$ cat config.mk
export PLATFORM = sky130hd
export DESIGN_NAME = double_ended_queue_with_average
export DESIGN_NICKNAME = d
export VERILOG_FILES = /design/src/rtl/deqavg_pkg.sv /design/src/rtl/deqavg_front.sv /design/src/rtl/deqavg_queue.sv /design/src/rtl/deqavg_div.sv /design/src/rtl/deqavg_back.sv /design/src/rtl/double_ended_queue_with_average.sv
export SDC_FILE = /design/constraint.sdc
export NUM_CORES = 1
export LEC_CHECK = 0
export BUFFER_PORTS_ARGS = -buffer_cell sky130_fd_sc_hd__buf_2
export CAP_MARGIN = 20
export CORE_ASPECT_RATIO = 1.2
export CORE_UTILIZATION = 45
export CTS_BUF_LIST = sky130_fd_sc_hd__clkbuf_4 sky130_fd_sc_hd__clkbuf_8
export DETAILED_ROUTE_END_ITERATION = 12
export PLACE_DENSITY = 0.72
export SYNTH_ARGS = -nofsm -noshare
export SYNTH_HDL_FRONTEND = slang
export SYNTH_HIERARCHICAL = 1
export SYNTH_SLANG_ARGS = --single-unit
export TNS_END_PERCENT = 1
$ cat constraint.sdc
create_clock -name clk -period 12 [get_ports clk]
set_clock_uncertainty 0.15 [all_clocks]
set_input_delay 1.2 -clock clk [delete_from_list [all_inputs] [get_ports clk]]
set_output_delay 1.2 -clock clk [all_outputs]
set_load 0.005 [all_outputs]
$ cat src/rtl/deqavg_pkg.sv
package deqavg_pkg;

  localparam int CAPACITY = 16;
  localparam int PTR_W    = (CAPACITY > 1) ? $clog2(CAPACITY) : 1;
  localparam int CNT_W    = $clog2(CAPACITY + 1);

  localparam int CMD_W    = 3;
  localparam int VAL_W    = 32;
  localparam int AVG_W    = 40;
  localparam int ST_W     = 2;

  // running sum holds up to CAPACITY full-scale values
  localparam int SUM_W    = VAL_W + PTR_W;
  localparam int FRAC_W   = 8;
  localparam int DVD_W    = SUM_W + FRAC_W;
  localparam int DCNT_W   = $clog2(DVD_W);

  localparam int QDEPTH   = 2;
  localparam int QPTR_W   = $clog2(QDEPTH);
  localparam int QCNT_W   = $clog2(QDEPTH + 1);

  localparam logic [CMD_W-1:0] CMD_PUSH_FRONT = 3'd0;
  localparam logic [CMD_W-1:0] CMD_PUSH_BACK  = 3'd1;
  localparam logic [CMD_W-1:0] CMD_POP_FRONT  = 3'd2;
  localparam logic [CMD_W-1:0] CMD_POP_BACK   = 3'd3;
  localparam logic [CMD_W-1:0] CMD_AVERAGE    = 3'd4;

  localparam logic [ST_W-1:0] ST_OK    = 2'd0;
  localparam logic [ST_W-1:0] ST_EMPTY = 2'd1;
  localparam logic [ST_W-1:0] ST_FULL  = 2'd2;

  // -1.0 in Q8
  localparam logic signed [AVG_W-1:0] AVG_EMPTY = AVG_W'(-(1 <<< FRAC_W));

  typedef enum logic [2:0] {
    OP_PUSH_FRONT,
    OP_PUSH_BACK,
    OP_POP_FRONT,
    OP_POP_BACK,
    OP_AVERAGE,
    OP_NOP
  } op_t;

  typedef struct packed {
    op_t                     op;
    logic signed [VAL_W-1:0] value;
  } item_t;

  typedef enum logic [1:0] {
    BK_IDLE,
    BK_READ,
    BK_DIV
  } back_state_t;

endpackage

$ cat src/rtl/deqavg_front.sv
module deqavg_front (
  input  logic                               clk,
  input  logic                               rst_n,
  input  logic                               in_valid,
  output logic                               in_stall,
  input  logic [deqavg_pkg::CMD_W-1:0]       in_command,
  input  logic signed [deqavg_pkg::VAL_W-1:0] in_value,
  output logic                               q_valid,
  output deqavg_pkg::item_t                  q_item,
  input  logic                               q_stall
);

  logic              valid_r;
  logic              valid_nxt;
  deqavg_pkg::item_t item_r;
  deqavg_pkg::op_t   op_dec;

  always_comb begin
    unique case (in_command)
      deqavg_pkg::CMD_PUSH_FRONT: op_dec = deqavg_pkg::OP_PUSH_FRONT;
      deqavg_pkg::CMD_PUSH_BACK:  op_dec = deqavg_pkg::OP_PUSH_BACK;
      deqavg_pkg::CMD_POP_FRONT:  op_dec = deqavg_pkg::OP_POP_FRONT;
      deqavg_pkg::CMD_POP_BACK:   op_dec = deqavg_pkg::OP_POP_BACK;
      deqavg_pkg::CMD_AVERAGE:    op_dec = deqavg_pkg::OP_AVERAGE;
      default:                    op_dec = deqavg_pkg::OP_NOP;
    endcase
  end

  // hold while the queue refuses the staged item
  assign in_stall  = valid_r && q_stall;
  assign valid_nxt = (valid_r && q_stall) || in_valid;
  assign q_valid   = valid_r;
  assign q_item    = item_r;

  always_ff @(posedge clk) begin
    if (!rst_n) begin
      valid_r <= 1'b0;
    end else begin
      valid_r <= valid_nxt;
    end
  end

  always_ff @(posedge clk) begin
    if (in_valid && !in_stall) begin
      item_r.op    <= op_dec;
      item_r.value <= in_value;
    end
  end

endmodule

$ cat src/rtl/deqavg_queue.sv
module deqavg_queue (
  input  logic              clk,
  input  logic              rst_n,
  input  logic              in_valid,
  output logic              in_stall,
  input  deqavg_pkg::item_t in_item,
  output logic              out_valid,
  output deqavg_pkg::item_t out_item,
  input  logic              out_stall
);

  deqavg_pkg::item_t                   mem_r [deqavg_pkg::QDEPTH];
  logic [deqavg_pkg::QPTR_W-1:0]       wr_ptr_r;
  logic [deqavg_pkg::QPTR_W-1:0]       rd_ptr_r;
  logic [deqavg_pkg::QCNT_W-1:0]       cnt_r;
  logic                                wr_en;
  logic                                rd_en;

  function automatic logic [deqavg_pkg::QPTR_W-1:0] ptr_inc(
    input logic [deqavg_pkg::QPTR_W-1:0] p
  );
    if (p == deqavg_pkg::QPTR_W'(deqavg_pkg::QDEPTH - 1)) begin
      return '0;
    end
    return p + 1'b1;
  endfunction

  assign in_stall  = (cnt_r == deqavg_pkg::QCNT_W'(deqavg_pkg::QDEPTH));
  assign out_valid = (cnt_r != '0);
  assign out_item  = mem_r[rd_ptr_r];
  assign wr_en     = in_valid && !in_stall;
  assign rd_en     = out_valid && !out_stall;

  always_ff @(posedge clk) begin
    if (!rst_n) begin
      wr_ptr_r <= '0;
      rd_ptr_r <= '0;
      cnt_r    <= '0;
    end else begin
      if (wr_en) begin
        wr_ptr_r <= ptr_inc(wr_ptr_r);
      end
      if (rd_en) begin
        rd_ptr_r <= ptr_inc(rd_ptr_r);
      end
      if (wr_en && !rd_en) begin
        cnt_r <= cnt_r + 1'b1;
      end else if (rd_en && !wr_en) begin
        cnt_r <= cnt_r - 1'b1;
      end
    end
  end

  always_ff @(posedge clk) begin
    if (wr_en) begin
      mem_r[wr_ptr_r] <= in_item;
    end
  end

endmodule

$ cat src/rtl/deqavg_div.sv
module deqavg_div (
  input  logic                           clk,
  input  logic                           rst_n,
  input  logic                           start,
  input  logic [deqavg_pkg::DVD_W-1:0]   dividend,
  input  logic [deqavg_pkg::CNT_W-1:0]   divisor,
  output logic                           done,
  output logic [deqavg_pkg::DVD_W-1:0]   quotient
);

  logic                            busy_r;
  logic                            done_r;
  logic [deqavg_pkg::DCNT_W-1:0]   cnt_r;
  logic [deqavg_pkg::CNT_W-1:0]    rem_r;
  logic [deqavg_pkg::CNT_W-1:0]    dsr_r;
  logic [deqavg_pkg::DVD_W-1:0]    quo_r;
  logic [deqavg_pkg::CNT_W:0]      rem_sh;
  logic [deqavg_pkg::CNT_W:0]      rem_dif;
  logic                            ge;

  // restoring division, one quotient bit per cycle
  assign rem_sh   = {rem_r, quo_r[deqavg_pkg::DVD_W-1]};
  assign ge       = (rem_sh >= {1'b0, dsr_r});
  assign rem_dif  = rem_sh - {1'b0, dsr_r};
  assign done     = done_r;
  assign quotient = quo_r;

  always_ff @(posedge clk) begin
    if (!rst_n) begin
      busy_r <= 1'b0;
      done_r <= 1'b0;
    end else begin
      done_r <= 1'b0;
      if (start) begin
        busy_r <= 1'b1;
      end else if (busy_r && (cnt_r == '0)) begin
        busy_r <= 1'b0;
        done_r <= 1'b1;
      end
    end
  end

  always_ff @(posedge clk) begin
    if (start) begin
      cnt_r <= deqavg_pkg::DCNT_W'(deqavg_pkg::DVD_W - 1);
      rem_r <= '0;
      dsr_r <= divisor;
      quo_r <= dividend;
    end else if (busy_r) begin
      cnt_r <= cnt_r - 1'b1;
      rem_r <= ge ? rem_dif[deqavg_pkg::CNT_W-1:0] : rem_sh[deqavg_pkg::CNT_W-1:0];
      quo_r <= {quo_r[deqavg_pkg::DVD_W-2:0], ge};
    end
  end

endmodule

$ cat src/rtl/deqavg_back.sv
module deqavg_back (
  input  logic                                clk,
  input  logic                                rst_n,
  input  logic                                q_valid,
  input  deqavg_pkg::item_t                   q_item,
  output logic                                q_stall,
  output logic                                out_valid,
  input  logic                                out_stall,
  output logic signed [deqavg_pkg::VAL_W-1:0] out_popped_value,
  output logic signed [deqavg_pkg::AVG_W-1:0] out_average_q8,
  output logic [deqavg_pkg::ST_W-1:0]         out_status,
  output logic [deqavg_pkg::CNT_W-1:0]        out_entry_count,
  output logic                                div_start,
  output logic [deqavg_pkg::DVD_W-1:0]        div_dividend,
  output logic [deqavg_pkg::CNT_W-1:0]        div_divisor,
  input  logic                                div_done,
  input  logic [deqavg_pkg::DVD_W-1:0]        div_quotient
);

  localparam int PTR_W = deqavg_pkg::PTR_W;
  localparam int CNT_W = deqavg_pkg::CNT_W;
  localparam int SUM_W = deqavg_pkg::SUM_W;
  localparam int VAL_W = deqavg_pkg::VAL_W;
  localparam int AVG_W = deqavg_pkg::AVG_W;
  localparam int ST_W  = deqavg_pkg::ST_W;

  deqavg_pkg::back_state_t state_r, state_nxt;
  logic [PTR_W-1:0]        front_r, front_nxt;
  logic [CNT_W-1:0]        occ_r, occ_nxt;
  logic signed [SUM_W-1:0] sum_r, sum_nxt;
  logic                    neg_r, neg_nxt;

  logic signed [VAL_W-1:0] mem_r [deqavg_pkg::CAPACITY];
  logic signed [VAL_W-1:0] rd_data_r;
  logic                    mem_we;
  logic                    mem_re;
  logic [PTR_W-1:0]        mem_waddr;
  logic [PTR_W-1:0]        mem_raddr;

  logic                    ov_r, ov_nxt;
  logic signed [VAL_W-1:0] opop_r, opop_nxt;
  logic signed [AVG_W-1:0] oavg_r, oavg_nxt;
  logic [ST_W-1:0]         ost_r, ost_nxt;
  logic [CNT_W-1:0]        ocnt_r, ocnt_nxt;

  logic                    out_free;
  logic                    dispatch;
  logic                    full;
  logic                    empty;
  logic [PTR_W-1:0]        front_dec;
  logic [PTR_W-1:0]        front_inc;
  logic [CNT_W:0]          back_idx;
  logic [SUM_W-1:0]        sum_mag;
  logic signed [AVG_W-1:0] quo_avg;

  function automatic logic [PTR_W-1:0] wrap(input logic [CNT_W:0] idx);
    if (idx >= (CNT_W + 1)'(deqavg_pkg::CAPACITY)) begin
      return PTR_W'(idx - (CNT_W + 1)'(deqavg_pkg::CAPACITY));
    end
    return PTR_W'(idx);
  endfunction

  assign out_free  = !ov_r || !out_stall;
  assign dispatch  = (state_r == deqavg_pkg::BK_IDLE) && q_valid && out_free;
  assign q_stall   = !dispatch;
  assign full      = (occ_r == CNT_W'(deqavg_pkg::CAPACITY));
  assign empty     = (occ_r == '0);
  assign front_dec = (front_r == '0) ? PTR_W'(deqavg_pkg::CAPACITY - 1) : front_r - 1'b1;
  assign front_inc = (front_r == PTR_W'(deqavg_pkg::CAPACITY - 1)) ? '0 : front_r + 1'b1;
  assign back_idx  = (CNT_W + 1)'(front_r) + (CNT_W + 1)'(occ_r);

  assign sum_mag      = sum_r[SUM_W-1] ? (~sum_r + 1'b1) : sum_r;
  assign div_dividend = {sum_mag, deqavg_pkg::FRAC_W'(0)};
  assign div_divisor  = occ_r;
  assign quo_avg      = AVG_W'(div_quotient);

  assign out_valid        = ov_r;
  assign out_popped_value = opop_r;
  assign out_average_q8   = oavg_r;
  assign out_status       = ost_r;
  assign out_entry_count  = ocnt_r;

  always_comb begin
    state_nxt = state_r;
    front_nxt = front_r;
    occ_nxt   = occ_r;
    sum_nxt   = sum_r;
    neg_nxt   = neg_r;
    mem_we    = 1'b0;
    mem_re    = 1'b0;
    mem_waddr = '0;
    mem_raddr = '0;
    div_start = 1'b0;
    ov_nxt    = ov_r && out_stall;
    opop_nxt  = opop_r;
    oavg_nxt  = oavg_r;
    ost_nxt   = ost_r;
    ocnt_nxt  = ocnt_r;

    unique case (state_r)
      deqavg_pkg::BK_IDLE: begin
        if (dispatch) begin
          // default result; commands below override what they produce
          ov_nxt   = 1'b1;
          opop_nxt = '0;
          oavg_nxt = '0;
          ost_nxt  = deqavg_pkg::ST_OK;
          ocnt_nxt = occ_r;
          unique case (q_item.op)
            deqavg_pkg::OP_PUSH_FRONT,
            deqavg_pkg::OP_PUSH_BACK: begin
              if (full) begin
                ost_nxt = deqavg_pkg::ST_FULL;
              end else begin
                mem_we = 1'b1;
                if (q_item.op == deqavg_pkg::OP_PUSH_FRONT) begin
                  front_nxt = front_dec;
                  mem_waddr = front_dec;
                end else begin
                  mem_waddr = wrap(back_idx);
                end
                occ_nxt  = occ_r + 1'b1;
                ocnt_nxt = occ_r + 1'b1;
                sum_nxt  = sum_r + SUM_W'(q_item.value);
              end
            end
            deqavg_pkg::OP_POP_FRONT,
            deqavg_pkg::OP_POP_BACK: begin
              if (empty) begin
                ost_nxt = deqavg_pkg::ST_EMPTY;
              end else begin
                // result goes out once the read data lands
                ov_nxt = 1'b0;
                mem_re = 1'b1;
                if (q_item.op == deqavg_pkg::OP_POP_FRONT) begin
                  mem_raddr = front_r;
                  front_nxt = front_inc;
                end else begin
                  mem_raddr = wrap(back_idx - 1'b1);
                end
                occ_nxt   = occ_r - 1'b1;
                state_nxt = deqavg_pkg::BK_READ;
              end
            end
            deqavg_pkg::OP_AVERAGE: begin
              if (empty) begin
                oavg_nxt = deqavg_pkg::AVG_EMPTY;
                ost_nxt  = deqavg_pkg::ST_EMPTY;
              end else begin
                ov_nxt    = 1'b0;
                div_start = 1'b1;
                neg_nxt   = sum_r[SUM_W-1];
                state_nxt = deqavg_pkg::BK_DIV;
              end
            end
            default: begin
            end
          endcase
        end
      end
      deqavg_pkg::BK_READ: begin
        sum_nxt   = sum_r - SUM_W'(rd_data_r);
        ov_nxt    = 1'b1;
        opop_nxt  = rd_data_r;
        oavg_nxt  = '0;
        ost_nxt   = deqavg_pkg::ST_OK;
        ocnt_nxt  = occ_r;
        state_nxt = deqavg_pkg::BK_IDLE;
      end
      deqavg_pkg::BK_DIV: begin
        if (div_done) begin
          ov_nxt    = 1'b1;
          opop_nxt  = '0;
          oavg_nxt  = neg_r ? -quo_avg : quo_avg;
          ost_nxt   = deqavg_pkg::ST_OK;
          ocnt_nxt  = occ_r;
          state_nxt = deqavg_pkg::BK_IDLE;
        end
      end
      default: begin
        state_nxt = deqavg_pkg::BK_IDLE;
      end
    endcase
  end

  always_ff @(posedge clk) begin
    if (!rst_n) begin
      state_r <= deqavg_pkg::BK_IDLE;
      front_r <= '0;
      occ_r   <= '0;
      sum_r   <= '0;
      ov_r    <= 1'b0;
    end else begin
      state_r <= state_nxt;
      front_r <= front_nxt;
      occ_r   <= occ_nxt;
      sum_r   <= sum_nxt;
      ov_r    <= ov_nxt;
    end
  end

  always_ff @(posedge clk) begin
    neg_r  <= neg_nxt;
    opop_r <= opop_nxt;
    oavg_r <= oavg_nxt;
    ost_r  <= ost_nxt;
    ocnt_r <= ocnt_nxt;
  end

  always_ff @(posedge clk) begin
    if (mem_we) begin
      mem_r[mem_waddr] <= q_item.value;
    end
  end

  always_ff @(posedge clk) begin
    if (mem_re) begin
      rd_data_r <= mem_r[mem_raddr];
    end
  end

endmodule

$ cat src/rtl/double_ended_queue_with_average.sv
// Path: push, failed pop and unused commands pass the front register and command queue
//   into the result register; a pop adds the storage read, an average the divider.
// Throughput: the back end retires a push or no-op every cycle unless its result stalls;
//   a pop waits in BK_READ, an average in BK_DIV; the front accepts until the queue fills.
// Reset: synchronous, active low; empties the deque, zeroes the sum and drops staged items.
//   Storage words are not cleared, only entries that were pushed are ever read.
module double_ended_queue_with_average (
  input  logic                                clk,
  input  logic                                rst_n,
  input  logic                                in_valid,
  output logic                                in_stall,
  input  logic [deqavg_pkg::CMD_W-1:0]        in_command,
  input  logic signed [deqavg_pkg::VAL_W-1:0] in_value,
  output logic                                out_valid,
  input  logic                                out_stall,
  output logic signed [deqavg_pkg::VAL_W-1:0] out_popped_value,
  output logic signed [deqavg_pkg::AVG_W-1:0] out_average_q8,
  output logic [deqavg_pkg::ST_W-1:0]         out_status,
  output logic [deqavg_pkg::CNT_W-1:0]        out_entry_count
);

  // front stage -> command queue
  logic                            fq_valid;
  logic                            fq_stall;
  deqavg_pkg::item_t               fq_item;

  // command queue -> back end
  logic                            qb_valid;
  logic                            qb_stall;
  deqavg_pkg::item_t               qb_item;

  // back end <-> serial divider
  logic                            div_start;
  logic                            div_done;
  logic [deqavg_pkg::DVD_W-1:0]    div_dividend;
  logic [deqavg_pkg::CNT_W-1:0]    div_divisor;
  logic [deqavg_pkg::DVD_W-1:0]    div_quotient;

  // Front: register each item and decode its command into an operation.
  deqavg_front u_front (
    .clk        (clk),
    .rst_n      (rst_n),
    .in_valid   (in_valid),
    .in_stall   (in_stall),
    .in_command (in_command),
    .in_value   (in_value),
    .q_valid    (fq_valid),
    .q_item     (fq_item),
    .q_stall    (fq_stall)
  );

  // Queue: decouple the front from the back so a long average does not
  // freeze the input immediately.
  deqavg_queue u_queue (
    .clk       (clk),
    .rst_n     (rst_n),
    .in_valid  (fq_valid),
    .in_stall  (fq_stall),
    .in_item   (fq_item),
    .out_valid (qb_valid),
    .out_item  (qb_item),
    .out_stall (qb_stall)
  );

  // Back: own the ring store, the front pointer, the occupancy and the
  // running sum; execute one operation at a time and hold the result
  // in the output register until it is taken.
  deqavg_back u_back (
    .clk              (clk),
    .rst_n            (rst_n),
    .q_valid          (qb_valid),
    .q_item           (qb_item),
    .q_stall          (qb_stall),
    .out_valid        (out_valid),
    .out_stall        (out_stall),
    .out_popped_value (out_popped_value),
    .out_average_q8   (out_average_q8),
    .out_status       (out_status),
    .out_entry_count  (out_entry_count),
    .div_start        (div_start),
    .div_dividend     (div_dividend),
    .div_divisor      (div_divisor),
    .div_done         (div_done),
    .div_quotient     (div_quotient)
  );

  // Divider: |sum| * 256 / count, one quotient bit per cycle; the back
  // end restores the sign so the mean truncates toward zero.
  deqavg_div u_div (
    .clk      (clk),
    .rst_n    (rst_n),
    .start    (div_start),
    .dividend (div_dividend),
    .divisor  (div_divisor),
    .done     (div_done),
    .quotient (div_quotient)
  );

endmodule

; After elaboration in Yosys (flattened, before gate mapping)
; Memory sizes are Yosys's and may differ from the RTL's. A register that Yosys moved wholly into a read port is not among the register bits.
; Cells that the tools add are included.
[totals]
regBits = 230
latchBits = 0
ram_bits = 582
rom_bits = 0
input_bits = 39
output_inout_bits = 81
word_cells = 220
mem_count = 2
[classes]
n_addsub = 18
multipliers = 0
div_mod_pow = 0
n_lt_le_gt_ge = 3
eq_ne = 24
shift = 0
n_mux = 106
bitwise = 3
reduce_logical = 41
[mem_list]
columns = memory, depth, width, read_ports, rd_clocked_by_memory_dff, write_ports, line_no
row1 = u_back.mem_r, 16, 32, 1, 1, 1, deqavg_back.sv:33  ; logic signed [VAL_W-1:0] mem_r [deqavg_pkg::CAPACITY];
row2 = u_queue.mem_r, 2, 35, 1, 1, 1, deqavg_queue.sv:12  ; deqavg_pkg::item_t mem_r [deqavg_pkg::QDEPTH];
[ops]
columns = cell, count
row1 = $mux W40, 5
row2 = $mux W36, 4
row3 = $pmux W40 S3, 1
row4 = $pmux W32 S3, 1
row5 = $mux W44, 2
row6 = $mux W4, 20
row7 = $pmux W36 S2, 1
row8 = $mux W32, 2
row9 = $mux W1, 47
row10 = $neg A40 Y40, 1
row11 = $add A36 B1 Y36 const B, 1
row12 = $add A36 B32 Y36, 1
row13 = $not A36 Y36, 1
row14 = $sub A36 B32 Y36, 1
row15 = $mux W5, 6
row16 = $mux W2, 8
row17 = $pmux W3 S5, 1
row18 = $pmux W5 S3, 1
row19 = $eq A3 B2 Y1 const B, 4
row20 = $ge A6 B5 Y1 const B, 2
row21 = $pmux W2 S2, 3
row22 = $reduce_and A4 Y1, 3
row23 = $reduce_bool A2 Y1, 6
row24 = $sub A4 B1 Y4 const B, 3
row25 = other kinds (38), 70

; Logic depth before layout (Yosys ltp)
[logic_depth]
depth_word = 15
depth_mapped = 23
mapped_depth_nobuf = 21

; Hierarchy
; The synthesis kept the hierarchy.
[by_module_without_submodules]
columns = mod, n_inst, cells_per_inst, area_per_inst_um2, seq_area_each_um2
row1 = deqavg_back, 1, 2386, 29766.0, 19698.9
row2 = deqavg_div, 1, 190, 2773.9, 1731.7
row3 = deqavg_queue, 1, 134, 2762.6, 2202.1
row4 = deqavg_front, 1, 42, 1111.1, 1071.0

; Least setup slack after synthesis
; Ideal clock, no wire load.
[synth_timing]
path_type = input -> register
startpoint = input out_stall
endpoint = register u_back.oavg_r[0] (netlist: u_back/out_average_q8[0]), enable pin
setup_time_ns = 0.517
arrival_time_ns = 4.778
required_time_ns = 11.333
slack_ns = 6.556
path_stages = 5
path_buffers = 0
path_cell_list = nand2_1 -> nand2_1 -> nand2_1 -> o21ai_0 -> nor2_1
[synth_via]
elab_chain_cells = 5
[synth_lines]
columns = element, line_no
row1 = "start, declared", double_ended_queue_with_average.sv:15  ; input logic out_stall,
row2 = $logic_not A1 Y1, deqavg_back.sv:63  ; assign out_free = !ov_r || !out_stall;
row3 = $logic_or A1 B1 Y1, deqavg_back.sv:63
row4 = $logic_and A1 B1 Y1, deqavg_back.sv:64  ; assign dispatch = (state_r == deqavg_pkg::BK_IDLE) && q_valid && out_free;
row5 = $ne A2 B1 Y1 (no source line), n/a
row6 = $reduce_and A3 Y1 (no source line), n/a
row7 = "end signal, assigned", deqavg_back.sv:205  ; oavg_r <= oavg_nxt;
row8 = "end, declared", deqavg_back.sv:42  ; logic signed [AVG_W-1:0] oavg_r, oavg_nxt;
; Every way passes these cells.
; A chain may end at the register's enable or synchronous reset.

==> impl_metrics.yaml <==
cells_and_area:
  nNetsFinal: 2984
  fill_cells: 6548
  area_growth_pct: 12.0
  final_common_cell: "edfxtp_1"
  final_cell_mix: "778 x edfxtp_1, 377 x nand2_1, 143 x a21oi_1"
  drive_above_1_share: 0.166
  fin_util: 0.512
  regArea_um2: 24700
  multiInputGateArea_um2: 11100
setup_path:
  worstSetupPathType: "flip-flop to flip-flop"
  slowest_delay_ps: 640
  startpoint_type: "flip-flop"
  crit_required_ps: 12570
  path_max_fanout: 35
  slowest_stage: "nor3_1"
  path_cells: "buf_4, mux2_2, nor4_1, nand3_1, nor3_1, nand2_1, nor3_1, xnor2_1, a21oi_1, ha_1, a21o_1, a21o_1, a41oi_1, o31a_1, a31oi_1, o311ai_0, mux2i_1"
  arrival_ps: 6390
  crit_path_end_kind: "flip-flop"
timing:
  holdWs_ps: 286
  fin_tns_setup_ps: 0
  clock.fmax_mhz: 172
  fin_ws_ps: 6180
  worst_slew_pin_slew_ps: 1130
  setup_viol_count_final: 0
  fin_crit_sh: 0.485
  fin_crit_ps: 5820
  final_max_slew_viol_count: 0
  rsz0062_at_grt: "no"
  hold_violations: 0
  maxSlewHeadroom: 0.249
floorplanning:
  std_cell_rows: 113
  core-area_um2: 79600
  die_h_um: 314
  ioPinCount: 120
  initial_core_util: 0.457
  die-area_um2: 82100
  fp.dieW_um: 262
clock_network:
  clk_path_buf_depth: 3
  clock-root-buffer: "clkbuf_8"
  cts_buffers: 130
  cts_hold_buf: 0
  ctsResizeCount: 0
  htreeDepth: 4
  cts_tree: "built"
  cts_setup_buffers: 0
  clock_latency_ps: 800
  path_clk_slew_ps: 60
  cts.sinks: 845
place:
  portBuffers: 119
  dp_hpwl_mm: 50.1
  pre_cts_slack_ps: 6250
  globalplace.congestion: 0.906
power_and_ir_drop:
  p_int_mw: 5.89
  power.share.clock: 0.278
  seq_power_share: 0.456
  p_comb_frac: 0.267
  p_per_area_nw_per_um2: 212
  switchingPower_mw: 2.77
  swShare: 0.320
  leakage_nw: 14.0
  vdd_drop_max_mv: 0.213
drt:
  num_vias: 23400
  drt_iter0_drc: 2159
  vias_per_cell: 5.82
  drc: 0
  wl_per_cell_um: 21.7
  detail-route-antenna-nets: 0
  wirelength_mm: 87.3
  dr.pass1.iters: 6
grt:
  grt_pass1_vias: 23400
  grt_util_all_layers: 0.212
  grt-busiest-layer: "met2"
  groute.layer.met3.usage: 0.0406
  met2_usage: 0.359
  grt_antenna_before_repair: 3
  gr-total-overflow: 0
  grt_pass1_wl_mm: 132
  grt_start_max_net_pins: 125
  grt_util_met1: 0.265
synth:
  synth_top_cell_by_area: "edfxtp_1"
  synth_cells: 2752
  synth_area_leaders: "edfxtp_1 64%, nand2_1 3.9%, dfxtp_1 3.7%"
  synth_edf_count: 778
  synth.distinct_cells: 76
  netlist_area_um2: 36400
  synth_seq_area_share: 0.678
  ys_ff_latch: 845
  ys_warn_count: 6
  ys_async_sr_fraction: 0
  netlist.area_leader.share: 0.642
  synth_area_per_cell_um2: 13.2
  synth_flop_cell: "edfxtp_1"
min_path:
  hold_path.class: "flip-flop to flip-flop"
run:
  maxCapViolCount: 0
run_status:
  status: "finished, final reports clean"
## sequential cells by signal, indices dropped and copies added (netlist names), 2 cells and up, named ones only
signal	count
u_back/out_popped_value	32
u_back/front_r	4
u_back/out_average_q8	40
u_back/rd_data_r	32
u_back/div_divisor	5
u_div/cnt_r	6
u_div/rem_r	5
u_back/out_entry_count	5
u_div/dsr_r	5
u_back/out_status	2
u_back/mem_r	512
u_div/quotient	44
u_front/q_item	35
u_queue/mem_r	70
u_queue/cnt_r	2
u_back/state_r	2
u_back/sum_r	36
## through the flow
stage | power (mW) | std cells | cell area [µm²]
2_1_floorplan | 5.57 | 2759 | 36400
3_3_place_gp | 6.21 | 3784 | 38100
3_5_place_dp | 6.29 | 3784 | 38100
4_1_cts | 8.70 | 4011 | 40800
5_1_grt | 9.10 | 4014 | 40800
6_report | 8.66 | 4014 | 40800
## power groups by stage
| stage | Clock, mW | Combinational, mW | Sequential (mW) |
|---|---|---|---|
| 2_1_floorplan | 0 | 1.56 | 4.01 |
| 3_3_place_gp | 0 | 2.22 | 3.99 |
| 3_5_place_dp | 0 | 2.28 | 4.01 |
| 4_1_cts | 2.46 | 2.29 | 3.95 |
| 5_1_grt | 2.58 | 2.54 | 3.98 |
| 6_report | 2.40 | 2.31 | 3.95 |
## final cells by class
class	count	share of cell area
clock buffers	181	0.0543
repair buffers	156	0.0213
diodes	1	0.0000613
flip-flops and latches	845	0.606
well taps	1035	0.0317
multi-input cells	1712	0.273
inverters	38	0.00350
clock inverters	46	0.0101
## synth_stat cells (5+ instances only)
master and count:
a211oi_1 7, a21o_1 30, a21oi_1 143, a31oi_1 141
and2_1 63, and3_1 9, buf_1 9, buf_2 10
buf_4 12, clkbuf_1 133, dfxtp_1 67, edfxtp_1 778
ha_1 59, inv_1 38, mux2_2 80, mux2i_1 6
nand2_1 379, nand2b_1 17, nand3_1 28, nand4_1 10
nor2_1 73, nor2b_1 17, nor3_1 66, nor4_1 11
nor4b_1 5, o211a_1 5, o21a_1 8, o21ai_0 115
o21bai_1 8, o221ai_1 97, o22ai_1 35, o31ai_1 23
o41ai_1 8, or2_2 6, or3_1 22, or4_1 11
xnor2_1 79, xor2_1 72
## path summary, 6_finish.rpt
check,endpoint,slack (ps),startpoint,depth (start not counted)
worst max-delay path,u_back/sum_r[35],6180,flip-flop,17
worst min-delay path,u_queue/mem_r[1][9],290,u_front/q_item[9],0
worst max register to register,u_back/sum_r[35],6180,flip-flop,17
worst min register to register,u_queue/mem_r[1][9],290,u_front/q_item[9],0
## logic make-up (layout without fill, tap and decap cells)
| kind of cell | Yosys count | after routing | share of synthesized area |
|---|---|---|---|
| muxes | 87 | 87 | 0.0270 |
| AOI/OAI and AO/OA | 669 | 669 | 0.120 |
| buffers and inverters | 202 | 421 | 0.0224 |
| and+or+nand+nor | 735 | 735 | 0.0940 |
| other | 1 | 9 | 0.000103 |
| DFF | 845 | 845 | 0.678 |
| adders and majority gates | 62 | 62 | 0.0219 |
| xor gates and xnor gates | 151 | 151 | 0.0363 |
## critical path, delay by kind of cell (launching register included)
family	cells	cell delay (ps)
simple gates	5	2040
compound gates	7	1490
mux	2	760
fa+ha+maj	1	440
buf+inv	1	410
flops	1	310
xor+xnor	1	150
## per-layer routing
| metal | part of all wire | vias up | routed length [µm] |
|---|---|---|---|
| met4 | 0.033 | 0 | 2920 |
| li1 | - | 10800 | - |
| met2 | 0.49 | 1092 | 42700 |
| met3 | 0.075 | 216 | 6570 |
| met1 | 0.40 | 11300 | 35100 |
| met5 | 0 | - | 0 |
(Power assumes the default switching activity.)
